[src/rtl/core/mdtg_pkg.sv]
`timescale 1ns / 1ps

package mdtg_pkg;

   localparam int unsigned FRAME_SAMPLES_DEFAULT = 184;

   localparam int unsigned ADDR_W   = 24;
   localparam int unsigned BYTES_W  = 10;
   localparam int unsigned CSR_W    = 31;
   localparam int unsigned CSR_IX_W = 3;
   localparam int unsigned MUL_A_W  = 32;
   localparam int unsigned MUL_B_W  = 31;
   localparam int unsigned PROD_W   = MUL_A_W + MUL_B_W;
   localparam int unsigned Q_SHIFT  = 28;
   localparam int unsigned DVD_W    = PROD_W - Q_SHIFT;
   localparam int unsigned CNT_W    = $clog2(DVD_W + 1);
   localparam int unsigned FRAC_W   = 15;

   localparam logic [31:0] PHASE_ONE  = 32'h1000_0000;
   localparam logic [31:0] PHASE_TWO  = 32'h2000_0000;
   localparam logic [31:0] PHASE_FOUR = 32'h4000_0000;

   typedef enum logic [CSR_IX_W-1:0] {
      CSR_RING_BASE   = 3'd0,
      CSR_RING_LENGTH = 3'd1,
      CSR_DELAY_START = 3'd2,
      CSR_DELAY_END   = 3'd3,
      CSR_LFO_STEP    = 3'd4,
      CSR_LFO_DEPTH   = 3'd5,
      CSR_MOD_ENABLE  = 3'd6
   } csr_index_type;

   typedef enum logic [3:0] {
      ST_IDLE,
      ST_PHASE,
      ST_LFO,
      ST_MAG,
      ST_DIV_LOAD,
      ST_DIV,
      ST_PITCH,
      ST_POS,
      ST_ADDR,
      ST_RING,
      ST_EMIT
   } state_type;

endpackage

[src/rtl/core/modulated_delay_tap_generator.sv]
`timescale 1ns / 1ps

// Modulated delay tap generator: one beat on req_ per audio frame (the ring
// write-head byte address), one beat on rsp_ per frame carrying the DMA read
// (one or two segments) and the resampler settings for that frame.
// Registers are written on the csr_ port with csr_we, csr_index and csr_wdata,
// by the user only while the block is idle; the block does not enforce this.
// With modulation off, the block goes from idle straight to the ring step.
// With modulation on, a shared 32x31 multiplier is used three times and a
// restoring divider produces one quotient bit per cycle.
// With a zero delay span the divider is skipped.
// One frame is in flight at a time: req_stall is high from the accepted beat
// until the result has been loaded into the rsp_ output register, so a new
// frame is taken only after the last one's result is in that register.
// If the receiver holds rsp_stall, the result waits in the output register
// and the block holds its last step until the register frees.
// Reset (synchronous) restores register defaults, clears the LFO phase,
// fractional position and tap offset, and marks the next modulated frame as
// the first.
module modulated_delay_tap_generator #(
   parameter int unsigned FRAME_SAMPLES = mdtg_pkg::FRAME_SAMPLES_DEFAULT
) (
   input  logic                             clock,
   input  logic                             reset,

   input  logic                             csr_we,
   input  logic [mdtg_pkg::CSR_IX_W-1:0]    csr_index,
   input  logic [mdtg_pkg::CSR_W-1:0]       csr_wdata,

   input  logic                             req_valid,
   output logic                             req_stall,
   input  logic [mdtg_pkg::ADDR_W-1:0]      req_ring_head,

   output logic                             rsp_valid,
   input  logic                             rsp_stall,
   output logic [mdtg_pkg::ADDR_W-1:0]      rsp_read_addr_first,
   output logic [mdtg_pkg::BYTES_W-1:0]     rsp_read_bytes_first,
   output logic [mdtg_pkg::ADDR_W-1:0]      rsp_read_addr_second,
   output logic [mdtg_pkg::BYTES_W-1:0]     rsp_read_bytes_second,
   output logic [2:0]                       rsp_skip_bytes,
   output logic [15:0]                      rsp_resample_pitch,
   output logic                             rsp_resample_first,
   output logic                             rsp_resample_active
);

   localparam int unsigned N_W   = $clog2(2 * FRAME_SAMPLES + 4);
   localparam int unsigned POS_W = mdtg_pkg::FRAC_W + N_W;
   localparam int unsigned AW    = mdtg_pkg::ADDR_W;
   localparam int unsigned BW    = mdtg_pkg::BYTES_W;

   mdtg_pkg::state_type state_ff, state_in;

   // configuration
   logic [23:0] ring_base_ff;
   logic [15:0] ring_length_ff;
   logic [15:0] delay_start_ff;
   logic [15:0] delay_end_ff;
   logic [28:0] lfo_step_ff;
   logic [30:0] lfo_depth_ff;
   logic        mod_enable_ff;

   // frame state
   logic [31:0]                     lfo_phase_ff, lfo_phase_in;
   logic [mdtg_pkg::FRAC_W-1:0]     frac_ff, frac_in;
   logic [31:0]                     tap_offset_ff, tap_offset_in;
   logic                            first_frame_ff, first_frame_in;

   // working registers
   logic [23:0]                     head_ff, head_in;
   logic [mdtg_pkg::PROD_W-1:0]     prod_ff, prod_in;
   logic [31:0]                     tmag_ff, tmag_in;
   logic                            tneg_ff, tneg_in;
   logic [15:0]                     span_abs_ff, span_abs_in;
   logic                            span_neg_ff, span_neg_in;
   logic                            span_zero_ff, span_zero_in;
   logic                            prod_zero_ff, prod_zero_in;
   logic [mdtg_pkg::DVD_W-1:0]      dq_ff, dq_in;
   logic [15:0]                     rem_ff, rem_in;
   logic [mdtg_pkg::CNT_W-1:0]      cnt_ff, cnt_in;
   logic [15:0]                     pitch_ff, pitch_in;
   logic [31:0]                     addr_ff, addr_in;
   logic [N_W-1:0]                  nsamp_ff, nsamp_in;
   logic [2:0]                      skip_ff, skip_in;
   logic                            act_ff, act_in;
   logic                            first_out_ff, first_out_in;
   logic [31:0]                     radj_ff, radj_in;
   logic [31:0]                     end_ff, end_in;
   logic [31:0]                     rend_ff, rend_in;

   // output register
   logic            rsp_valid_ff, rsp_valid_in;
   logic [AW-1:0]   out_addr1_ff, out_addr1_in;
   logic [BW-1:0]   out_bytes1_ff, out_bytes1_in;
   logic [AW-1:0]   out_addr2_ff, out_addr2_in;
   logic [BW-1:0]   out_bytes2_ff, out_bytes2_in;
   logic [2:0]      out_skip_ff, out_skip_in;
   logic [15:0]     out_pitch_ff, out_pitch_in;
   logic            out_first_ff, out_first_in;
   logic            out_act_ff, out_act_in;

   // shared multiplier operands
   logic [mdtg_pkg::MUL_A_W-1:0] mul_a;
   logic [mdtg_pkg::MUL_B_W-1:0] mul_b;

   logic        req_accept;
   logic        slot_free;
   logic [31:0] ph_sum;
   logic [31:0] ph_new;
   logic [31:0] ph_abs;
   logic [16:0] span_diff;
   logic [16:0] div_shift;
   logic        div_ge;
   logic        q_neg;
   logic [16:0] pitch_wide;
   logic [POS_W-1:0] pos;
   logic [N_W-1:0]   n_whole;
   logic [31:0] tap_addr;
   logic [1:0]  slack;
   logic [31:0] len2;
   logic [31:0] wrap_first;
   logic [31:0] wrap_second;
   logic [31:0] plain_bytes;
   logic        wraps;

   assign req_accept = req_valid && !req_stall;
   assign slot_free  = !rsp_valid_ff || !rsp_stall;
   assign req_stall  = (state_ff != mdtg_pkg::ST_IDLE);

   assign rsp_valid             = rsp_valid_ff;
   assign rsp_read_addr_first   = out_addr1_ff;
   assign rsp_read_bytes_first  = out_bytes1_ff;
   assign rsp_read_addr_second  = out_addr2_ff;
   assign rsp_read_bytes_second = out_bytes2_ff;
   assign rsp_skip_bytes        = out_skip_ff;
   assign rsp_resample_pitch    = out_pitch_ff;
   assign rsp_resample_first    = out_first_ff;
   assign rsp_resample_active   = out_act_ff;

   // operand select for the one multiplier
   always_comb begin
      case (state_ff)
         mdtg_pkg::ST_PHASE: begin
            mul_a = 32'(lfo_step_ff);
            mul_b = mdtg_pkg::MUL_B_W'(FRAME_SAMPLES);
         end
         mdtg_pkg::ST_MAG: begin
            mul_a = tmag_ff;
            mul_b = lfo_depth_ff;
         end
         mdtg_pkg::ST_POS: begin
            mul_a = 32'(pitch_ff);
            mul_b = mdtg_pkg::MUL_B_W'(FRAME_SAMPLES);
         end
         default: begin
            mul_a = '0;
            mul_b = '0;
         end
      endcase
   end

   always_comb begin
      state_in       = state_ff;
      lfo_phase_in   = lfo_phase_ff;
      frac_in        = frac_ff;
      tap_offset_in  = tap_offset_ff;
      first_frame_in = first_frame_ff;
      head_in        = head_ff;
      prod_in        = mdtg_pkg::PROD_W'(mul_a) * mdtg_pkg::PROD_W'(mul_b);
      tmag_in        = tmag_ff;
      tneg_in        = tneg_ff;
      span_abs_in    = span_abs_ff;
      span_neg_in    = span_neg_ff;
      span_zero_in   = span_zero_ff;
      prod_zero_in   = prod_zero_ff;
      dq_in          = dq_ff;
      rem_in         = rem_ff;
      cnt_in         = cnt_ff;
      pitch_in       = pitch_ff;
      addr_in        = addr_ff;
      nsamp_in       = nsamp_ff;
      skip_in        = skip_ff;
      act_in         = act_ff;
      first_out_in   = first_out_ff;
      radj_in        = radj_ff;
      end_in         = end_ff;
      rend_in        = rend_ff;
      rsp_valid_in   = rsp_valid_ff && rsp_stall;
      out_addr1_in   = out_addr1_ff;
      out_bytes1_in  = out_bytes1_ff;
      out_addr2_in   = out_addr2_ff;
      out_bytes2_in  = out_bytes2_ff;
      out_skip_in    = out_skip_ff;
      out_pitch_in   = out_pitch_ff;
      out_first_in   = out_first_ff;
      out_act_in     = out_act_ff;

      // LFO phase advance and triangle fold
      ph_sum = lfo_phase_ff + prod_ff[31:0];
      ph_new = ($signed(ph_sum) > $signed(mdtg_pkg::PHASE_TWO))
               ? ph_sum - mdtg_pkg::PHASE_FOUR : ph_sum;
      ph_abs = ph_new[31] ? (~ph_new + 32'd1) : ph_new;

      span_diff = {1'b0, delay_end_ff} - {1'b0, delay_start_ff};

      // restoring divider step
      div_shift = {rem_ff, dq_ff[mdtg_pkg::DVD_W-1]};
      div_ge    = (div_shift >= {1'b0, span_abs_ff});

      // pitch from quotient
      q_neg = tneg_ff ^ span_neg_ff;
      if (span_zero_ff) begin
         if (prod_zero_ff) begin
            pitch_wide = 17'd32768;
         end else if (tneg_ff) begin
            pitch_wide = 17'd65535;
         end else begin
            pitch_wide = 17'd0;
         end
      end else if (q_neg) begin
         if (dq_ff > mdtg_pkg::DVD_W'(32767)) begin
            pitch_wide = 17'd65535;
         end else begin
            pitch_wide = 17'd32768 + {2'b00, dq_ff[14:0]};
         end
      end else begin
         if (dq_ff > mdtg_pkg::DVD_W'(32768)) begin
            pitch_wide = 17'd0;
         end else begin
            pitch_wide = 17'd32768 - dq_ff[16:0];
         end
      end

      // sample count and tap address
      pos      = POS_W'(frac_ff) + prod_ff[POS_W-1:0];
      n_whole  = pos[POS_W-1:mdtg_pkg::FRAC_W];
      tap_addr = 32'(head_ff) - {15'd0, delay_end_ff, 1'b0} + {tap_offset_ff[30:0], 1'b0};
      slack    = tap_addr[2:1];

      // ring split
      len2        = {15'd0, ring_length_ff, 1'b0};
      wraps       = (end_ff > rend_ff);
      wrap_first  = rend_ff - radj_ff;
      wrap_second = end_ff - rend_ff;
      plain_bytes = {31'(nsamp_ff), 1'b0};

      case (state_ff)
         mdtg_pkg::ST_IDLE: begin
            if (req_accept) begin
               head_in = req_ring_head;
               if (mod_enable_ff) begin
                  state_in = mdtg_pkg::ST_PHASE;
               end else begin
                  addr_in      = 32'(req_ring_head) - {15'd0, delay_end_ff, 1'b0};
                  nsamp_in     = N_W'(FRAME_SAMPLES);
                  skip_in      = 3'd0;
                  pitch_in     = 16'd0;
                  act_in       = 1'b0;
                  first_out_in = 1'b0;
                  state_in     = mdtg_pkg::ST_RING;
               end
            end
         end
         mdtg_pkg::ST_PHASE: begin
            state_in = mdtg_pkg::ST_LFO;
         end
         mdtg_pkg::ST_LFO: begin
            lfo_phase_in = ph_new;
            if (ph_abs >= mdtg_pkg::PHASE_ONE) begin
               tneg_in = 1'b0;
               tmag_in = ph_abs - mdtg_pkg::PHASE_ONE;
            end else begin
               tneg_in = 1'b1;
               tmag_in = mdtg_pkg::PHASE_ONE - ph_abs;
            end
            span_neg_in  = span_diff[16];
            span_zero_in = (span_diff == 17'd0);
            span_abs_in  = span_diff[16] ? 16'(-span_diff) : span_diff[15:0];
            state_in     = mdtg_pkg::ST_MAG;
         end
         mdtg_pkg::ST_MAG: begin
            state_in = mdtg_pkg::ST_DIV_LOAD;
         end
         mdtg_pkg::ST_DIV_LOAD: begin
            dq_in        = prod_ff[mdtg_pkg::PROD_W-1:mdtg_pkg::Q_SHIFT];
            prod_zero_in = (prod_ff == '0);
            rem_in       = 16'd0;
            cnt_in       = mdtg_pkg::CNT_W'(mdtg_pkg::DVD_W);
            state_in     = span_zero_ff ? mdtg_pkg::ST_PITCH : mdtg_pkg::ST_DIV;
         end
         mdtg_pkg::ST_DIV: begin
            rem_in = div_ge ? 16'(div_shift - {1'b0, span_abs_ff}) : div_shift[15:0];
            dq_in  = {dq_ff[mdtg_pkg::DVD_W-2:0], div_ge};
            cnt_in = cnt_ff - 1'b1;
            if (cnt_ff == mdtg_pkg::CNT_W'(1)) begin
               state_in = mdtg_pkg::ST_PITCH;
            end
         end
         mdtg_pkg::ST_PITCH: begin
            pitch_in = pitch_wide[15:0];
            state_in = mdtg_pkg::ST_POS;
         end
         mdtg_pkg::ST_POS: begin
            state_in = mdtg_pkg::ST_ADDR;
         end
         mdtg_pkg::ST_ADDR: begin
            frac_in        = pos[mdtg_pkg::FRAC_W-1:0];
            addr_in        = {tap_addr[31:3], 2'b00, tap_addr[0]};
            nsamp_in       = n_whole + N_W'(slack);
            skip_in        = {slack, 1'b0};
            act_in         = 1'b1;
            first_out_in   = first_frame_ff;
            first_frame_in = 1'b0;
            tap_offset_in  = tap_offset_ff + 32'(n_whole) - 32'(FRAME_SAMPLES);
            state_in       = mdtg_pkg::ST_RING;
         end
         mdtg_pkg::ST_RING: begin
            radj_in  = (addr_ff < 32'(ring_base_ff)) ? addr_ff + len2 : addr_ff;
            rend_in  = 32'(ring_base_ff) + len2;
            end_in   = ((addr_ff < 32'(ring_base_ff)) ? addr_ff + len2 : addr_ff)
                       + {31'(nsamp_ff), 1'b0};
            state_in = mdtg_pkg::ST_EMIT;
         end
         mdtg_pkg::ST_EMIT: begin
            if (slot_free) begin
               rsp_valid_in = 1'b1;
               out_addr1_in = radj_ff[AW-1:0];
               if (wraps) begin
                  out_bytes1_in = {wrap_first[BW-1:1], 1'b0};
                  out_addr2_in  = ring_base_ff;
                  out_bytes2_in = {wrap_second[BW-1:1], 1'b0};
               end else begin
                  out_bytes1_in = plain_bytes[BW-1:0];
                  out_addr2_in  = '0;
                  out_bytes2_in = '0;
               end
               out_skip_in  = skip_ff;
               out_pitch_in = pitch_ff;
               out_first_in = first_out_ff;
               out_act_in   = act_ff;
               state_in     = mdtg_pkg::ST_IDLE;
            end
         end
         default: begin
            state_in = mdtg_pkg::ST_IDLE;
         end
      endcase
   end

   always_ff @(posedge clock) begin
      if (reset) begin
         state_ff <= mdtg_pkg::ST_IDLE;
      end else begin
         state_ff <= state_in;
      end
   end

   always_ff @(posedge clock) begin
      if (reset) begin
         ring_base_ff   <= 24'd0;
         ring_length_ff <= 16'd4096;
         delay_start_ff <= 16'd0;
         delay_end_ff   <= 16'd8;
         lfo_step_ff    <= 29'd0;
         lfo_depth_ff   <= 31'd0;
         mod_enable_ff  <= 1'b0;
      end else if (csr_we) begin
         case (csr_index)
            mdtg_pkg::CSR_RING_BASE:   ring_base_ff   <= csr_wdata[23:0];
            mdtg_pkg::CSR_RING_LENGTH: ring_length_ff <= csr_wdata[15:0];
            mdtg_pkg::CSR_DELAY_START: delay_start_ff <= csr_wdata[15:0];
            mdtg_pkg::CSR_DELAY_END:   delay_end_ff   <= csr_wdata[15:0];
            mdtg_pkg::CSR_LFO_STEP:    lfo_step_ff    <= csr_wdata[28:0];
            mdtg_pkg::CSR_LFO_DEPTH:   lfo_depth_ff   <= csr_wdata[30:0];
            mdtg_pkg::CSR_MOD_ENABLE:  mod_enable_ff  <= csr_wdata[0];
            default: ;
         endcase
      end
   end

   always_ff @(posedge clock) begin
      if (reset) begin
         lfo_phase_ff   <= '0;
         frac_ff        <= '0;
         tap_offset_ff  <= '0;
         first_frame_ff <= 1'b1;
         rsp_valid_ff   <= 1'b0;
         cnt_ff         <= '0;
      end else begin
         lfo_phase_ff   <= lfo_phase_in;
         frac_ff        <= frac_in;
         tap_offset_ff  <= tap_offset_in;
         first_frame_ff <= first_frame_in;
         rsp_valid_ff   <= rsp_valid_in;
         cnt_ff         <= cnt_in;
      end
   end

   always_ff @(posedge clock) begin
      head_ff       <= head_in;
      prod_ff       <= prod_in;
      tmag_ff       <= tmag_in;
      tneg_ff       <= tneg_in;
      span_abs_ff   <= span_abs_in;
      span_neg_ff   <= span_neg_in;
      span_zero_ff  <= span_zero_in;
      prod_zero_ff  <= prod_zero_in;
      dq_ff         <= dq_in;
      rem_ff        <= rem_in;
      pitch_ff      <= pitch_in;
      addr_ff       <= addr_in;
      nsamp_ff      <= nsamp_in;
      skip_ff       <= skip_in;
      act_ff        <= act_in;
      first_out_ff  <= first_out_in;
      radj_ff       <= radj_in;
      end_ff        <= end_in;
      rend_ff       <= rend_in;
      out_addr1_ff  <= out_addr1_in;
      out_bytes1_ff <= out_bytes1_in;
      out_addr2_ff  <= out_addr2_in;
      out_bytes2_ff <= out_bytes2_in;
      out_skip_ff   <= out_skip_in;
      out_pitch_ff  <= out_pitch_in;
      out_first_ff  <= out_first_in;
      out_act_ff    <= out_act_in;
   end

   a_accept_busy: assert property (@(posedge clock) disable iff (reset)
      req_accept |=> req_stall)
      else $error("input beat taken but block not busy");

   a_rsp_from_emit: assert property (@(posedge clock) disable iff (reset)
      $rose(rsp_valid_ff) |-> $past(state_ff) == mdtg_pkg::ST_EMIT)
      else $error("result beat raised outside emit step");

   a_idle_fields: assert property (@(posedge clock) disable iff (reset)
      rsp_valid_ff && !out_act_ff |-> out_pitch_ff == 16'd0 && out_skip_ff == 3'd0
                                       && !out_first_ff)
      else $error("resampler fields set on unmodulated beat");

   a_skip_even: assert property (@(posedge clock) disable iff (reset)
      rsp_valid_ff |-> !out_skip_ff[0] && !out_bytes1_ff[0] && !out_bytes2_ff[0])
      else $error("odd byte count or skip");

   a_div_count: assert property (@(posedge clock) disable iff (reset)
      state_ff == mdtg_pkg::ST_DIV |-> cnt_ff != '0)
      else $error("divider running with zero count");

endmodule

[config.mk]
export PLATFORM = sky130hd
export DESIGN_NAME = modulated_delay_tap_generator
export DESIGN_NICKNAME = d
export VERILOG_FILES = /design/src/rtl/core/mdtg_pkg.sv /design/src/rtl/core/modulated_delay_tap_generator.sv
export SDC_FILE = /design/constraint.sdc
export NUM_CORES = 2
export LEC_CHECK = 0
export BUFFER_PORTS_ARGS = -buffer_cell sky130_fd_sc_hd__buf_2
export CAP_MARGIN = 20
export CORE_ASPECT_RATIO = 1.4
export CORE_MARGIN = 4
export CORE_UTILIZATION = 55
export DETAILED_ROUTE_END_ITERATION = 7
export PLACE_DENSITY = 0.77
export SYNTH_ARGS = -nofsm -noshare
export SYNTH_HDL_FRONTEND = slang
export SYNTH_SLANG_ARGS = --single-unit
[constraint.sdc]
create_clock -name clock -period 13.4 [get_ports clock]
set_input_delay 2.01 -clock clock [delete_from_list [all_inputs] [get_ports clock]]
set_output_delay 2.01 -clock clock [all_outputs]
set_load 0.03 [all_outputs]
Yosys cells after proc, flatten, opt, wreduce, memory -nomap -nowiden --
Cells that the tools add are included.
Cells by class: mux-type cells 43, $add $sub $neg 23, equal/unequal tests 21, order comparisons 7, reductions and logical operators 27, bitwise gates (word level) 2, multipliers 1
Operator list (number):
- 32-bit two-way mux | 6
- 16-bit two-way mux | 10
- 32-bit case mux with 3 select lines | 1
- 35-bit case mux with 2 select lines | 1
- 32-bit adder | 2
- 16-bit case mux with 2 select lines | 2
- 32-bit case mux with 2 select lines | 1
- 63-bit zero test | 1
- 32-bit by 31-bit multiplier with 63-bit output | 1
- 31-bit case mux with 2 select lines | 1
- 24-bit by 17-bit subtractor with 25-bit output | 2
- 4-bit case mux with 11 select lines | 1
- 35-bit by 15-bit greater-than comparator with 1-bit output (second input constant) | 1
- 35-bit by 16-bit greater-than comparator with 1-bit output (second input constant) | 1
- 32-bit by 1-bit adder with 32-bit output (second input constant) | 1
- 32-bit by 10-bit adder with 32-bit output | 1
- 32-bit by 17-bit adder with 32-bit output | 1
- 32-bit by 9-bit adder with 32-bit output | 1
- 32-bit by 29-bit >= comparator with 1-bit output (second input constant) | 1
- 32-bit by 25-bit greater-than comparator with 1-bit output | 1
- 32-bit by 31-bit greater-than comparator with 1-bit output (second input constant) | 1
- 32-bit by 24-bit < comparator with 1-bit output | 1
- 32-bit inverter | 1
- 29-bit by 32-bit subtractor with 32-bit output (first input constant) | 1
- other kinds (45) | 83
Word-level totals: logic and storage cells 166, input bits 63, output and inout bits 91, bits in registers 646

Depth between registers and ports, before layout --
word-level depth 8, depth in mapped cells 43, gate-level depth less buffers 39

Least setup slack after synthesis --
Ideal clock, no wire load.
path kind input to register, start input req_valid, end register act_ff, enable pin, cell stages on the path 2, slack 3.543 ns, arrival 9.168 ns, setup time 0.690 ns, cell sequence nand2b_1 a2111oi_0
Between the ends: longest elaborated chain between the ends 3
Ends and longest elaborated chain:
- start, declared | RTL line modulated_delay_tap_generator.sv:30 | input logic req_valid,
- 1-bit logical AND | RTL line modulated_delay_tap_generator.sv:125 | assign req_accept = req_valid && !req_stall;
- 2-bit != test (no line)
- 3-bit AND reduction (no line)
- end signal, assigned | RTL line modulated_delay_tap_generator.sv:413 | act_ff <= act_in;
- end, declared | RTL line modulated_delay_tap_generator.sv:84 | logic act_ff, act_in;
No other way between the ends. A chain may end at the register's enable or synchronous reset.

Final worst setup path --
start register state_ff[0], end register prod_ff[61] (netlist bit)
Between the ends: longest elaborated chain between the ends 4
Ends and longest elaborated chain:
- start, declared | RTL line modulated_delay_tap_generator.sv:51 | mdtg_pkg::state_type state_ff, state_in;
- start signal, assigned | RTL line modulated_delay_tap_generator.sv:351 | state_ff <= mdtg_pkg::ST_IDLE;
- start signal, assigned | RTL line modulated_delay_tap_generator.sv:353 | state_ff <= state_in;
- 4-bit by 3-bit == test with 1-bit output / 4-bit by 1-bit == test with 1-bit output (equally long branches) | RTL line modulated_delay_tap_generator.sv:141 | case (state_ff)
- 2-bit OR reduction (no line)
- 31-bit case mux with 2 select lines | RTL line modulated_delay_tap_generator.sv:141
- 32-bit by 31-bit multiplier with 63-bit output * | RTL line modulated_delay_tap_generator.sv:168 | prod_in = mdtg_pkg::PROD_W'(mul_a) * mdtg_pkg::PROD_W'(mul_b);
- net prod_in, one bit | RTL line modulated_delay_tap_generator.sv:70 | logic [mdtg_pkg::PROD_W-1:0] prod_ff, prod_in;
- end signal, assigned | RTL line modulated_delay_tap_generator.sv:400 | prod_ff <= prod_in;
- end, declared | RTL line modulated_delay_tap_generator.sv:70
The timed path passes the listed nets; every way through them passes the cells marked *.

==> flow_summary.yaml <==
pwr:
  power_density_nw_per_um2: 109
  power_w: 0.00800
  p_leak_nw: 33.3
  p_sw_w: 0.00320
  max-vdd-ir-drop_v: 0.000136
  comb_power_share_pct: 41.6
  sequentialPowerShare_pct: 33.1
  internal-power_w: 0.00480
  switching_share_pct: 40.0
  pwr-share-clk_pct: 25.4
layout:
  fillCellCount: 10600
  final_util_pct: 59.4
  drive_above_1_share_pct: 6.49
  nets: 9170
  final_cell_count_no_fill: 9384
  multi_input_area_um2: 46800
  syn2layout_area_growth_pct: 7.53
  register_area_um2: 16400
placed_design:
  dp_cells: 9228
  place.gp.congestion: 1.05
  place_hpwl_um: 170000
  io_buffers: 150
global_routing:
  grt_pass1_vias: 57200
  antenna_found_initial: 32
  grt_use_total_pct: 33.3
  grt_overflow_total: 0
  grt_pass1_wl_um: 332000
  grt_max_degree: 154
worst_setup_path:
  slowest_stage: "a21oi_1"
  crit_required_ns: 13.92
  arrival_ns: 12.24
  cp-startpoint: "state_ff[0]"
  reg2reg_depth: 34
  cpMostUsedCell: "fa_1"
  r2r-start: "state_ff[0]"
  worstPathMaxFanout: 44
  max_stage_delay_ns: 0.92
  cp-start-kind: "flop"
  crit_type: "flop to flop"
  end_kind: "flop"
  timing.rr.end: "prod_ff[61]"
  rrSetupSlack_ns: 1.68
yosys:
  synth-edff-count: 354
  syn_inst: 7663
  yosysUniqueCellTypes: 100
  synthArstFlopShare_pct: 0
  yosysTopAreaCell: "fa_1"
  syn_area_um2: 68500
  synth.most_common_cell: "nand2_1"
  synthFlopType: "edfxtp_1"
  yosysTopAreaCellShare_pct: 25.7
  netlist_top_cells_count: "nand2_1, inv_1, fa_1, nor2_1, ha_1"
  yosysSeqAreaShare_pct: 23.9
  synthTopCellsByArea: "fa_1, edfxtp_1, ha_1, dfxtp_1, nand2_1"
  yosys_warnings: 0
  syn_area_per_cell_um2: 8.94
  ys_ff_latch: 640
clock_tree:
  ctsLongestPathBuffers: 3
  path_clk_slew_ns: 0.06
  postCtsHoldBufs: 0
  cts_sinks: 640
  cts_root_buf: "clkbuf_16"
  clock_latency_ns: 0.68
  htree_levels: 3
  ctsResizeCount: 0
  cts_buffers: 69
  postCtsSetupBuffers: 0
  cts_tree: "done"
die:
  dieHeight_um: 426
  row_count: 153
  dieArea_um2: 130000
  core_area_um2: 124000
  die_w_um: 306
  start_util_pct: 55.2
  ios: 154
worst_hold_path:
  hp-start: "radj_ff[19]"
  hp-class: "flop to flop"
  whs_endpoint: "rsp_read_addr_first[19]"
  hold_depth: 0
drt:
  ant_nets: 0
  first_pass_iters: 7
  wire_per_inst_um: 23.2
  drc: 0
  route.vias.total: 56400
  drtIter0Drc: 6149
  viasPerCell: 6.01
  finalWirelength_um: 218000
timing:
  drv_slew: 0
  skew_ns: 0.0495
  worst_slew_pin_slew_ns: 1.17
  finalCritPeriodShare_pct: 87.5
  setup_tns_ns: 0
  slew_headroom_pct: 21.7
  rsz0062_at_grt: "false"
  max_freq_ghz: 0.0853
  period_minus_slack_ns: 11.72
  finalSetupViolations: 0
  finalHoldViolations: 0
flow_run:
  max-cap-violations: 0
run_status:
  outcome: "complete, no violations"
==> cells by family (layout without fill, tap and decap cells) <==
group | after synthesis | in the layout | synth area share [%]
xor gates and xnor gates | 333 | 333 | 4.29
AOI/OAI and AO/OA | 1116 | 1116 | 10.2
and+or+nand+nor | 2627 | 2627 | 16.7
muxes | 86 | 86 | 1.35
adders and majority gates | 1425 | 1425 | 35.7
DFF | 640 | 640 | 23.9
other | 1 | 22 | 0.00547
buffers and inverters | 1435 | 1508 | 7.91
==> metrics by stage <==
| step | setup slack [ns] | instance area [um2] | hold WS (ns) |
|---|---|---|---|
| finish | 1.68 | 73700 | 0.419 |
| global placement | 1.77 | 71000 | 0.405 |
| global route | 1.31 | 73600 | 0.425 |
| detailed placement | 1.75 | 71000 | 0.405 |
| CTS | 1.63 | 73400 | 0.420 |
| floorplan | 3.54 | 68500 | 0.400 |
==> per-layer routing <==
metal / wire, um / track usage [%] / share of wire, %
met1: 79200 / 40.8 / 36
met2: 97600 / 52.4 / 45
met3: 25000 / 9.37 / 11
met4: 16000 / 20.4 / 7.4
met5: 86 / 0 / 0.039
==> worst max-delay path, delay by kind of cell, from the launching register on <==
kind | cells | cell delay (ns)
mux | 1 | 0.16
buf+inv | 4 | 0.62
compound gates | 11 | 3.45
fa+ha+maj | 9 | 4.35
simple gates | 9 | 2.20
flops | 1 | 0.76
==> placed cells by master (no fill, tap or decap), types with 39 or more instances in the layout <==
cell type  instances
a21oi_1          440
nor3_1            91
buf_2            150
nor2_1           757
inv_1           1107
nor4_1            47
mux2_2            51
xor2_1           101
buf_4            107
nand2_1         1197
a211oi_1          39
dfxtp_1          286
xnor2_1          230
a21o_1            99
o21a_1            43
and2_1            92
o21ai_0          190
clkbuf_16         71
or3_1             44
and3_1            74
nand2b_1          47
edfxtp_1         354
fa_1             880
nor2b_1           49
nand3_1           90
ha_1             545
==> worst max path at each step <==
stage | to | slack (ns) | depth (start not counted)
6_report | prod_ff[61] | 1.68 | 34
5_1_grt | prod_ff[61] | 1.31 | 36
4_1_cts | prod_ff[61] | 1.63 | 35
3_5_place_dp | prod_ff[61] | 1.75 | 33
3_3_place_gp | prod_ff[62] | 1.77 | 35
2_1_floorplan | act_ff | 3.54 | 2
==> power by group through the flow <==
stage	combinational (W)	clock (W)	sequential (W)
global route	0.00361	0.00214	0.00266
CTS	0.00324	0.00206	0.00263
finish	0.00333	0.00203	0.00265
global placement	0.00312	0	0.00267
detailed placement	0.00321	0	0.00267
floorplan	0.00240	0	0.00261
==> flip-flops by register name, indices dropped and copies added, names as in the netlist, 25 cells and up <==
register,count
addr_ff,32
dq_ff,35
end_ff,31
lfo_depth_ff,31
lfo_phase_ff,32
lfo_step_ff,29
prod_ff,63
rend_ff,25
tap_offset_ff,31
tmag_ff,32
==> area by class of cell <==
cell class | count | area share (%)
repair buffers | 270 | 2.49
clock inverters | 41 | 0.696
diodes | 19 | 0.0645
multi-input cells | 5590 | 63.6
flip-flops and latches | 640 | 22.2
inverters | 1111 | 5.66
well taps | 1627 | 2.76
clock buffers | 86 | 2.54
Power figures use the tool's default switching activity.
